### src/hw/rtl/i2a_pkg.sv
`timescale 1ns / 1ps
// ----------------------------------------------------------------------------
// i2a_pkg: shared types and constants of the integer to ASCII formatter
// Format kinds, job and text records passed between the front, the
// converter and the character emitter, and the ASCII codes in use.
// ----------------------------------------------------------------------------
package i2a_pkg;

  localparam int unsigned VALUE_W    = 64;
  localparam int unsigned DIGIT_W    = 4;
  localparam int unsigned NUM_DIGITS = 20;
  localparam int unsigned COUNT_W    = 5;

  typedef enum logic [1:0] {
    KIND_DEC    = 2'd0,
    KIND_HEX_LO = 2'd1,
    KIND_HEX_UP = 2'd2,
    KIND_PTR    = 2'd3
  } kind_t;

  localparam logic [7:0] CHAR_MINUS   = 8'h2D;
  localparam logic [7:0] CHAR_ZERO    = 8'h30;
  localparam logic [7:0] CHAR_X       = 8'h78;
  localparam logic [7:0] CHAR_LOWER_A = 8'h61;
  localparam logic [7:0] CHAR_UPPER_A = 8'h41;

  // Classified item: magnitude, format and sign.
  typedef struct packed {
    logic [VALUE_W-1:0] mag;
    kind_t              kind;
    logic               neg;
  } job_t;

  // Converted item: digits least significant first, significant digit count.
  typedef struct packed {
    logic [NUM_DIGITS-1:0][DIGIT_W-1:0] digits;
    logic [COUNT_W-1:0]                 ndig;
    kind_t                              kind;
    logic                               neg;
  } text_t;

endpackage

### src/hw/rtl/i2a_front.sv
`timescale 1ns / 1ps
// ----------------------------------------------------------------------------
// i2a_front: input side of the formatter
// Accept an item while the job queue has room, take the magnitude of a
// negative decimal value and push the classified job.
// ----------------------------------------------------------------------------
module i2a_front (
  input  logic                       item_valid,
  output logic                       item_stall,
  input  logic [i2a_pkg::VALUE_W-1:0] value,
  input  logic [1:0]                 kind,
  input  logic                       q_full,
  output logic                       push,
  output i2a_pkg::job_t              push_job
);

  logic is_neg;

  assign item_stall = q_full;
  assign push       = item_valid && !q_full;

  // Only the decimal form is signed; the most negative value negates to
  // its own pattern, which read unsigned is the true magnitude.
  assign is_neg = (i2a_pkg::kind_t'(kind) == i2a_pkg::KIND_DEC) && value[i2a_pkg::VALUE_W-1];

  always_comb begin
    push_job.kind = i2a_pkg::kind_t'(kind);
    push_job.neg  = is_neg;
    push_job.mag  = is_neg ? ((~value) + {{(i2a_pkg::VALUE_W-1){1'b0}}, 1'b1}) : value;
  end

endmodule

### src/hw/rtl/i2a_queue.sv
`timescale 1ns / 1ps
// ----------------------------------------------------------------------------
// i2a_queue: two-entry job queue
// Decouple the front from the converter so each side can stall on its own.
// ----------------------------------------------------------------------------
module i2a_queue (
  input  logic          clk,
  input  logic          rst,
  input  logic          push,
  input  i2a_pkg::job_t push_job,
  output logic          full,
  input  logic          pop,
  output i2a_pkg::job_t pop_job,
  output logic          empty
);

  i2a_pkg::job_t entries [2];
  logic          wr_ptr;
  logic          rd_ptr;
  logic [1:0]    fill;

  assign full    = (fill == 2'd2);
  assign empty   = (fill == 2'd0);
  assign pop_job = entries[rd_ptr];

  always_ff @(posedge clk) begin
    if (push) begin
      entries[wr_ptr] <= push_job;
    end
  end

  always_ff @(posedge clk) begin
    if (rst) begin
      wr_ptr <= 1'b0;
      rd_ptr <= 1'b0;
      fill   <= 2'd0;
    end else begin
      if (push) begin
        wr_ptr <= ~wr_ptr;
      end
      if (pop) begin
        rd_ptr <= ~rd_ptr;
      end
      case ({push, pop})
        2'b10:   fill <= fill + 2'd1;
        2'b01:   fill <= fill - 2'd1;
        default: fill <= fill;
      endcase
    end
  end

endmodule

### src/hw/rtl/i2a_conv.sv
`timescale 1ns / 1ps
// ----------------------------------------------------------------------------
// i2a_conv: digit converter
// Pop a job, split the magnitude into digits (shift-and-add-3, four bits a
// cycle, for decimal; nibbles as they stand for hex), count significant
// digits and hold the text until the emitter takes it.
// ----------------------------------------------------------------------------
module i2a_conv (
  input  logic           clk,
  input  logic           rst,
  input  logic           q_empty,
  input  i2a_pkg::job_t  q_job,
  output logic           pop,
  input  logic           emit_ready,
  output logic           load,
  output i2a_pkg::text_t text
);

  localparam int unsigned BCD_W    = i2a_pkg::NUM_DIGITS * i2a_pkg::DIGIT_W;
  localparam int unsigned BITS_CYC = 4;
  localparam int unsigned STEPS    = i2a_pkg::VALUE_W / BITS_CYC;
  localparam int unsigned STEP_W   = $clog2(STEPS);

  typedef enum logic [3:0] {
    ST_IDLE   = 4'b0001,
    ST_DABBLE = 4'b0010,
    ST_COUNT  = 4'b0100,
    ST_HOLD   = 4'b1000
  } state_t;

  state_t                                             state;
  logic [i2a_pkg::VALUE_W-1:0]                        mag;
  logic [i2a_pkg::NUM_DIGITS-1:0][i2a_pkg::DIGIT_W-1:0] bcd;
  logic [STEP_W-1:0]                                  step;
  i2a_pkg::kind_t                                     kind;
  logic                                               neg;
  logic [i2a_pkg::COUNT_W-1:0]                        ndig;

  logic [i2a_pkg::VALUE_W-1:0]                        mag_next;
  logic [i2a_pkg::NUM_DIGITS-1:0][i2a_pkg::DIGIT_W-1:0] bcd_next;
  logic [i2a_pkg::COUNT_W-1:0]                        ndig_next;

  assign pop  = (state == ST_IDLE) && !q_empty;
  assign load = (state == ST_HOLD) && emit_ready;

  always_comb begin
    text.digits = bcd;
    text.ndig   = ndig;
    text.kind   = kind;
    text.neg    = neg;
  end

  // Four shift-and-add-3 steps per cycle.
  always_comb begin
    logic [BCD_W-1:0] flat;
    bcd_next = bcd;
    mag_next = mag;
    for (int b = 0; b < BITS_CYC; b++) begin
      for (int d = 0; d < i2a_pkg::NUM_DIGITS; d++) begin
        if (bcd_next[d] >= 4'd5) begin
          bcd_next[d] = bcd_next[d] + 4'd3;
        end
      end
      flat     = {bcd_next[i2a_pkg::NUM_DIGITS-1:0]};
      flat     = {flat[BCD_W-2:0], mag_next[i2a_pkg::VALUE_W-1]};
      bcd_next = flat;
      mag_next = {mag_next[i2a_pkg::VALUE_W-2:0], 1'b0};
    end
  end

  // Highest non-zero digit sets the count; zero still prints one digit.
  always_comb begin
    ndig_next = i2a_pkg::COUNT_W'(1);
    for (int d = 0; d < i2a_pkg::NUM_DIGITS; d++) begin
      if (bcd[d] != '0) begin
        ndig_next = i2a_pkg::COUNT_W'(d + 1);
      end
    end
  end

  always_ff @(posedge clk) begin
    if (rst) begin
      state <= ST_IDLE;
    end else begin
      case (state)
        ST_IDLE: begin
          if (!q_empty) begin
            state <= (q_job.kind == i2a_pkg::KIND_DEC) ? ST_DABBLE : ST_COUNT;
          end
        end
        ST_DABBLE: begin
          if (step == STEP_W'(STEPS - 1)) begin
            state <= ST_COUNT;
          end
        end
        ST_COUNT: state <= ST_HOLD;
        ST_HOLD: begin
          if (emit_ready) begin
            state <= ST_IDLE;
          end
        end
        default: state <= ST_IDLE;
      endcase
    end
  end

  always_ff @(posedge clk) begin
    case (state)
      ST_IDLE: begin
        if (!q_empty) begin
          kind <= q_job.kind;
          neg  <= q_job.neg;
          mag  <= q_job.mag;
          step <= '0;
          if (q_job.kind == i2a_pkg::KIND_DEC) begin
            bcd <= '0;
          end else begin
            bcd <= {{(BCD_W - i2a_pkg::VALUE_W){1'b0}}, q_job.mag};
          end
        end
      end
      ST_DABBLE: begin
        bcd  <= bcd_next;
        mag  <= mag_next;
        step <= step + STEP_W'(1);
      end
      ST_COUNT: ndig <= ndig_next;
      default: ;
    endcase
  end

endmodule

### src/hw/rtl/i2a_emit.sv
`timescale 1ns / 1ps
// ----------------------------------------------------------------------------
// i2a_emit: character emitter
// Take one converted text, send the prefix and then the digits, most
// significant first, one character a transfer through an output register.
// ----------------------------------------------------------------------------
module i2a_emit (
  input  logic                        clk,
  input  logic                        rst,
  input  logic                        load,
  input  i2a_pkg::text_t              text,
  output logic                        ready,
  output logic                        char_valid,
  input  logic                        char_stall,
  output logic [7:0]                  char_code,
  output logic                        last_char,
  output logic [i2a_pkg::COUNT_W-1:0] char_total
);

  logic                                               busy;
  logic [i2a_pkg::NUM_DIGITS-1:0][i2a_pkg::DIGIT_W-1:0] digits;
  i2a_pkg::kind_t                                     kind;
  logic                                               neg;
  logic [1:0]                                         pre_left;
  logic [i2a_pkg::COUNT_W-1:0]                        didx;
  logic [i2a_pkg::COUNT_W-1:0]                        left;
  logic [i2a_pkg::COUNT_W-1:0]                        total;

  logic                                               advance;
  logic [1:0]                                         pre_load;
  logic [i2a_pkg::DIGIT_W-1:0]                        cur_digit;
  logic [7:0]                                         code_next;
  logic                                               last_next;

  function automatic logic [7:0] digit_ascii(input logic [3:0] d, input i2a_pkg::kind_t k);
    logic [7:0] d8;
    d8 = {4'h0, d};
    if (d < 4'd10) begin
      return i2a_pkg::CHAR_ZERO + d8;
    end else if (k == i2a_pkg::KIND_HEX_UP) begin
      return i2a_pkg::CHAR_UPPER_A + d8 - 8'd10;
    end else begin
      return i2a_pkg::CHAR_LOWER_A + d8 - 8'd10;
    end
  endfunction

  assign ready     = !busy;
  assign advance   = busy && (!char_valid || !char_stall);
  assign cur_digit = digits[didx];
  assign last_next = (left == i2a_pkg::COUNT_W'(1));

  always_comb begin
    if (text.neg) begin
      pre_load = 2'd1;
    end else if (text.kind == i2a_pkg::KIND_PTR) begin
      pre_load = 2'd2;
    end else begin
      pre_load = 2'd0;
    end
  end

  always_comb begin
    if (pre_left != 2'd0) begin
      if (neg) begin
        code_next = i2a_pkg::CHAR_MINUS;
      end else if (pre_left == 2'd2) begin
        code_next = i2a_pkg::CHAR_ZERO;
      end else begin
        code_next = i2a_pkg::CHAR_X;
      end
    end else begin
      code_next = digit_ascii(cur_digit, kind);
    end
  end

  always_ff @(posedge clk) begin
    if (rst) begin
      busy       <= 1'b0;
      char_valid <= 1'b0;
    end else begin
      if (load) begin
        busy <= 1'b1;
      end else if (advance && last_next) begin
        busy <= 1'b0;
      end
      if (advance) begin
        char_valid <= 1'b1;
      end else if (!char_stall) begin
        char_valid <= 1'b0;
      end
    end
  end

  always_ff @(posedge clk) begin
    if (load) begin
      digits   <= text.digits;
      kind     <= text.kind;
      neg      <= text.neg;
      pre_left <= pre_load;
      didx     <= text.ndig - i2a_pkg::COUNT_W'(1);
      left     <= text.ndig + {{(i2a_pkg::COUNT_W-2){1'b0}}, pre_load};
      total    <= text.ndig + {{(i2a_pkg::COUNT_W-2){1'b0}}, pre_load};
    end else if (advance) begin
      left <= left - i2a_pkg::COUNT_W'(1);
      if (pre_left != 2'd0) begin
        pre_left <= pre_left - 2'd1;
      end else begin
        didx <= didx - i2a_pkg::COUNT_W'(1);
      end
    end
    if (advance) begin
      char_code  <= code_next;
      last_char  <= last_next;
      char_total <= last_next ? total : '0;
    end
  end

endmodule

### src/hw/rtl/integer_to_ascii_formatter.sv
`timescale 1ns / 1ps
// ----------------------------------------------------------------------------
// integer_to_ascii_formatter: 64-bit integer to ASCII text
// Format one value as signed decimal, lower or upper case hex, or "0x" hex,
// and send its characters one transfer each.
// ----------------------------------------------------------------------------
// Use:
//   Item channel (item_valid/item_stall, value, kind): one value and its
//   format per transfer. Character channel (char_valid/char_stall,
//   char_code, last_char, char_total): one ASCII character per transfer,
//   most significant digit first, last_char and the character count on the
//   final character of each value (char_total is zero elsewhere).
// Flow:
//   Items pass through a two-entry job queue to the digit converter. For
//   decimal the converter pops the job, shifts in the magnitude four bits
//   at a time by shift-and-add-3, counts the digits and hands off; hex
//   skips the shifting. After hand-off the emitter goes busy and then
//   registers the first character, then one per cycle while char_stall is low.
//   The converter works on the next value while the emitter sends the
//   current one; a value has at most 20 characters.
// Reset (rst, synchronous): empty the queue, idle the converter and emitter
//   and drop any character waiting at the output.
// Stall: char_stall holds the output character; the emitter, then the
//   converter and the queue fill in turn, and item_stall rises when the
//   queue is full.
// ----------------------------------------------------------------------------
module integer_to_ascii_formatter (
  input  logic                        clk,
  input  logic                        rst,
  input  logic                        item_valid,
  output logic                        item_stall,
  input  logic [i2a_pkg::VALUE_W-1:0] value,
  input  logic [1:0]                  kind,
  output logic                        char_valid,
  input  logic                        char_stall,
  output logic [7:0]                  char_code,
  output logic                        last_char,
  output logic [i2a_pkg::COUNT_W-1:0] char_total
);

  // Front to queue
  logic           push;
  i2a_pkg::job_t  push_job;
  logic           q_full;

  // Queue to converter
  logic           pop;
  i2a_pkg::job_t  q_job;
  logic           q_empty;

  // Converter to emitter
  logic           emit_ready;
  logic           load;
  i2a_pkg::text_t text;

  // Classify and take the magnitude of each item.
  i2a_front u_front (
    .item_valid (item_valid),
    .item_stall (item_stall),
    .value      (value),
    .kind       (kind),
    .q_full     (q_full),
    .push       (push),
    .push_job   (push_job)
  );

  // Hold up to two classified jobs between front and back.
  i2a_queue u_queue (
    .clk      (clk),
    .rst      (rst),
    .push     (push),
    .push_job (push_job),
    .full     (q_full),
    .pop      (pop),
    .pop_job  (q_job),
    .empty    (q_empty)
  );

  // Split the magnitude into digits.
  i2a_conv u_conv (
    .clk        (clk),
    .rst        (rst),
    .q_empty    (q_empty),
    .q_job      (q_job),
    .pop        (pop),
    .emit_ready (emit_ready),
    .load       (load),
    .text       (text)
  );

  // Send prefix and digits, one character per transfer.
  i2a_emit u_emit (
    .clk        (clk),
    .rst        (rst),
    .load       (load),
    .text       (text),
    .ready      (emit_ready),
    .char_valid (char_valid),
    .char_stall (char_stall),
    .char_code  (char_code),
    .last_char  (last_char),
    .char_total (char_total)
  );

endmodule
### config.mk
export PLATFORM = sky130hd
export DESIGN_NAME = integer_to_ascii_formatter
export DESIGN_NICKNAME = d
export VERILOG_FILES = /design/src/hw/rtl/i2a_pkg.sv /design/src/hw/rtl/i2a_front.sv /design/src/hw/rtl/i2a_queue.sv /design/src/hw/rtl/i2a_conv.sv /design/src/hw/rtl/i2a_emit.sv /design/src/hw/rtl/integer_to_ascii_formatter.sv
export SDC_FILE = /design/constraint.sdc
export NUM_CORES = 1
export LEC_CHECK = 0
export BUFFER_PORTS_ARGS = -buffer_cell sky130_fd_sc_hd__buf_2
export CORE_AREA = 2 2 238 240
export CTS_CLUSTER_DIAMETER = 200
export DETAILED_ROUTE_END_ITERATION = 10
export DIE_AREA = 0 0 240 242
export PLACE_DENSITY = 0.68
export REMOVE_ABC_BUFFERS = 1
export SYNTH_ARGS = -nofsm -noshare
export SYNTH_HDL_FRONTEND = slang
export SYNTH_SLANG_ARGS = --single-unit
### constraint.sdc
create_clock -name clk -period 7.5 [get_ports clk]
set_clock_uncertainty 0.05 [all_clocks]
set_input_delay 0.75 -clock clk [delete_from_list [all_inputs] [get_ports clk]]
set_output_delay 0.75 -clock clk [all_outputs]
set_load 0.005 [all_outputs]
==> metrics.md <==
| Metric | Value |
|---|---|
| Slew Limit Fails | 0 |
| Worst path cell trace | inv_1 -> ha_1 -> nor2b_1 -> or3_1 -> and2_1 -> inv_1 -> ha_1 -> o21bai_1 -> a211oi_1 -> nor2_1 -> inv_1 -> ha_1 -> nor3_1 -> a221oi_1 -> o31ai_1 -> ha_1 -> nand2b_1 -> a211o_1 -> a21oi_1 |
| CP endpoint kind | register |
| CTS tree | yes |
| Maximum clock path buffer count | 3 |
| Final Non-Filler Cells | 3,513 |
| Crit Path Class | reg2reg |
| Post-CTS setup buffers | 0 |
| Worst Path Required | 7870 ps |
| Post-Syn Instances | 2,651 |
| Clk sinks | 414 |
| CP startpoint kind | register |
| Layout Nets | 2,887 |
| Clock slew at reported path FFs | 60 ps |
| Initial antenna violation count | 0 |
| Fillcell total | 4,865 |
| Worst Hold Depth | 1 |
| Unique masters post-synth | 87 |
| Total GRT Usage | 22.3% |
| Final Wtd Congestion | 0.869 |
| Cell row count | 87 |
| CTS Hold Bufs | 0 |
| Mean Syn Cell Area | 10.2 µm² |
| Synth warnings | 0 |
| WHS Endpoint | u_queue.entries[0][2]$_DFFE_PP_ |
| Worst skew pair latency | 600 ps |
| Antenna Violating Nets Remaining | 0 |
| Initial Utilization | 48.4% |
| Drt initial violations | 1,645 |
| Final Critical Period | 4590 ps |
| DIE AREA | 58,100 µm² |
| Number of flops mapped to enable cells by yosys | 403 |
| Pin count of the biggest net entering global routing | 87 |
| Setup violations, final | 0 |
| Fmax | 218 MHz |
| CP peak stage delay | 600 ps |
| Synthesized flop and latch total | 414 |
| Vias per cell | 5.99 |
| Worst path slowest cell | o31ai_1 |
| Vias | 21,100 |
| Cts repair resizes | 0 |
| Hold_sp | kind[1] |
| Reg2Reg Capture Point | u_conv.text[81]$_SDFFCE_PN0P_ |
| Hold crit path type | in2reg |
| Sequential cell area fraction in the yosys report | 45.7% |
| Layout area overhead | 10.3% |
| H-tree levels | 2 |
| Reg2reg setup slack | 2910 ps |
| Placed cells | 3,427 |
| Max Cap Violations | 0 |
| Share of cells above drive strength 1 | 12.3% |
| Area of the core | 55,700 µm² |
| Asr flop ratio synth | 0% |
| CP max FO | 7 |
| Antenna fix cells | 0 |
| RSZ-0062 raised after global routing | no |
| CP startpoint | u_conv.text[76]$_SDFFCE_PN0P_ |
| Critical Path AT | 4960 ps |
| Die height | 242 µm |
| CTS Buf Count | 46 |
| Relative slew slack | 26.7% |
| # DRC | 0 |
| WP buf/inv | 3 |
| Top Family by Delay on Critical Path | compound AO/OA/AOI/OAI gates |
| Fin Setup TNS | 0 ps |
| Worst Max-Slew Pin Slew | 1100 ps |
| FF-to-FF Start | u_conv.text[76]$_SDFFCE_PN0P_ |
| Drt first pass iters | 5 |
| Vias in the first global route | 20,400 |
| Cell area after layout | 29,800 µm² |
| Port-buffer cells | 84 |
| Hpwl dp | 47.3 mm |
| Final worst path period share | 61.2% |
| GR Overflow Total | 0 |
| Routed WL per cell | 18.7 µm |
| Netlist Area Pre-Place | 27,000 µm² |
| Final wirelength | 65.8 mm |
| DP Area | 28,200 µm² |
| Fin. Hold Viols | 0 |
| Worst reg2reg path depth | 19 |
| First-pass GRT wire length | 105 mm |
| Number of top-level pins | 86 |
| Ys flop type | edfxtp_1 |
| Status | completed |
| CP most frequent cell | ha_1 |
| CTS Root Cell | clkbuf_16 |
| Die X | 240 µm |
[metrics by stage]
stage	hold WS (ps)	worst slack [ps]	utilization [%]
final	333	2910	53.4
after global routing	333	2540	53.4
after CTS	309	2950	53.4
after detailed placement	406	2970	50.6
after global placement	400	3110	50.6
after floorplan	376	205	-
[cell type report]
type	count	area, µm²	area share (%)
Timing Repair Buffer	100	541	1.82
Multi-Input combinational cell	2014	13900	46.6
Sequential cell	414	12300	41.4
Inverter	143	537	1.80
Clock buffer	58	1260	4.22
Tap cell	756	946	3.18
Clock inverter	28	290	0.976
[state kept, by name, summed over array words and instances, names as in the netlist, 7 cells and up, named ones only]
signal            cells
u_conv.text          80
u_emit.digits        80
u_queue.entries     134
u_emit.char_code      7
u_conv.mag           64
[cells by family (layout without fill, tap and decap cells)]
logic type               after synthesis  in the layout  share of synthesized area (%)
AO/OA/AOI/OAI                        828            828                           20.3
XOR/XNOR                             107            107                           3.47
adder cells (fa/ha/maj)               98             98                           4.57
buffers and inverters                223            329                           3.12
flip-flops                           414            414                           45.7
multiplexers                         194            194                           8.36
other                                  1              1                         0.0139
AND/OR/NAND/NOR                      786            786                           14.5
[cell usage in the layout, fill, tap and decap left out, drive strengths merged, types with 18 or more instances in the layout]
cell    count
mux4       20
nand3      33
nor2      216
mux2i     123
nand2b     49
inv       145
a211o      28
o211ai     18
edfxtp    403
o21bai     18
nor2b      27
o22ai      39
a21o       24
o211a      19
ha         97
xnor2      73
a211oi     67
nor3       63
or2        61
xor2       34
or3        35
o32ai      26
o31ai      23
mux2       51
a21oi     195
buf       100
and3       27
o21a       37
and2       37
clkbuf     58
o21ai     200
nand2     186
[cell usage after synthesis (49+ instances only)]
cell type,number,share of area (%)
or2_2,60,1.4
nor3_1,61,1.1
inv_1,143,2.0
mux2_2,51,2.1
nand2b_1,49,1.1
mux2i_1,123,4.6
a211oi_1,67,1.9
edfxtp_1,403,45
clkbuf_1,67,0.93
xnor2_1,73,2.4
a21oi_1,195,3.6
o21ai_0,191,3.5
nor2_1,216,3.0
ha_1,97,4.5
nand2_1,186,2.6
[routing by layer]
metal / global-route usage, % / wire (µm) / vias to the layer above
met4: 8.31 / 2350 / 0
li1: - / - / 10200
met2: 37.7 / 31600 / 557
met3: 2.65 / 2900 / 120
met5: 0 / 0 / -
met1: 29.2 / 28900 / 10100
[how the worst max path moves through the flow]
| stage | endpoint | cells after the start |
|---|---|---|
| global placement | u_queue.entries[0][66]$_DFFE_PP_ | 10 |
| detailed placement | u_conv.text[82]$_SDFFCE_PN0P_ | 20 |
| global route | u_conv.text[82]$_SDFFCE_PN0P_ | 20 |
| finish | u_conv.text[81]$_SDFFCE_PN0P_ | 19 |
| CTS | u_conv.text[81]$_SDFFCE_PN0P_ | 19 |
| floorplan | u_conv.mag[0]$_SDFFCE_PP0P_ | 2 |
Power is left out: the tool's default activity adds up to more than one toggle a clock period on the data nets, which glitch-free logic cannot reach.
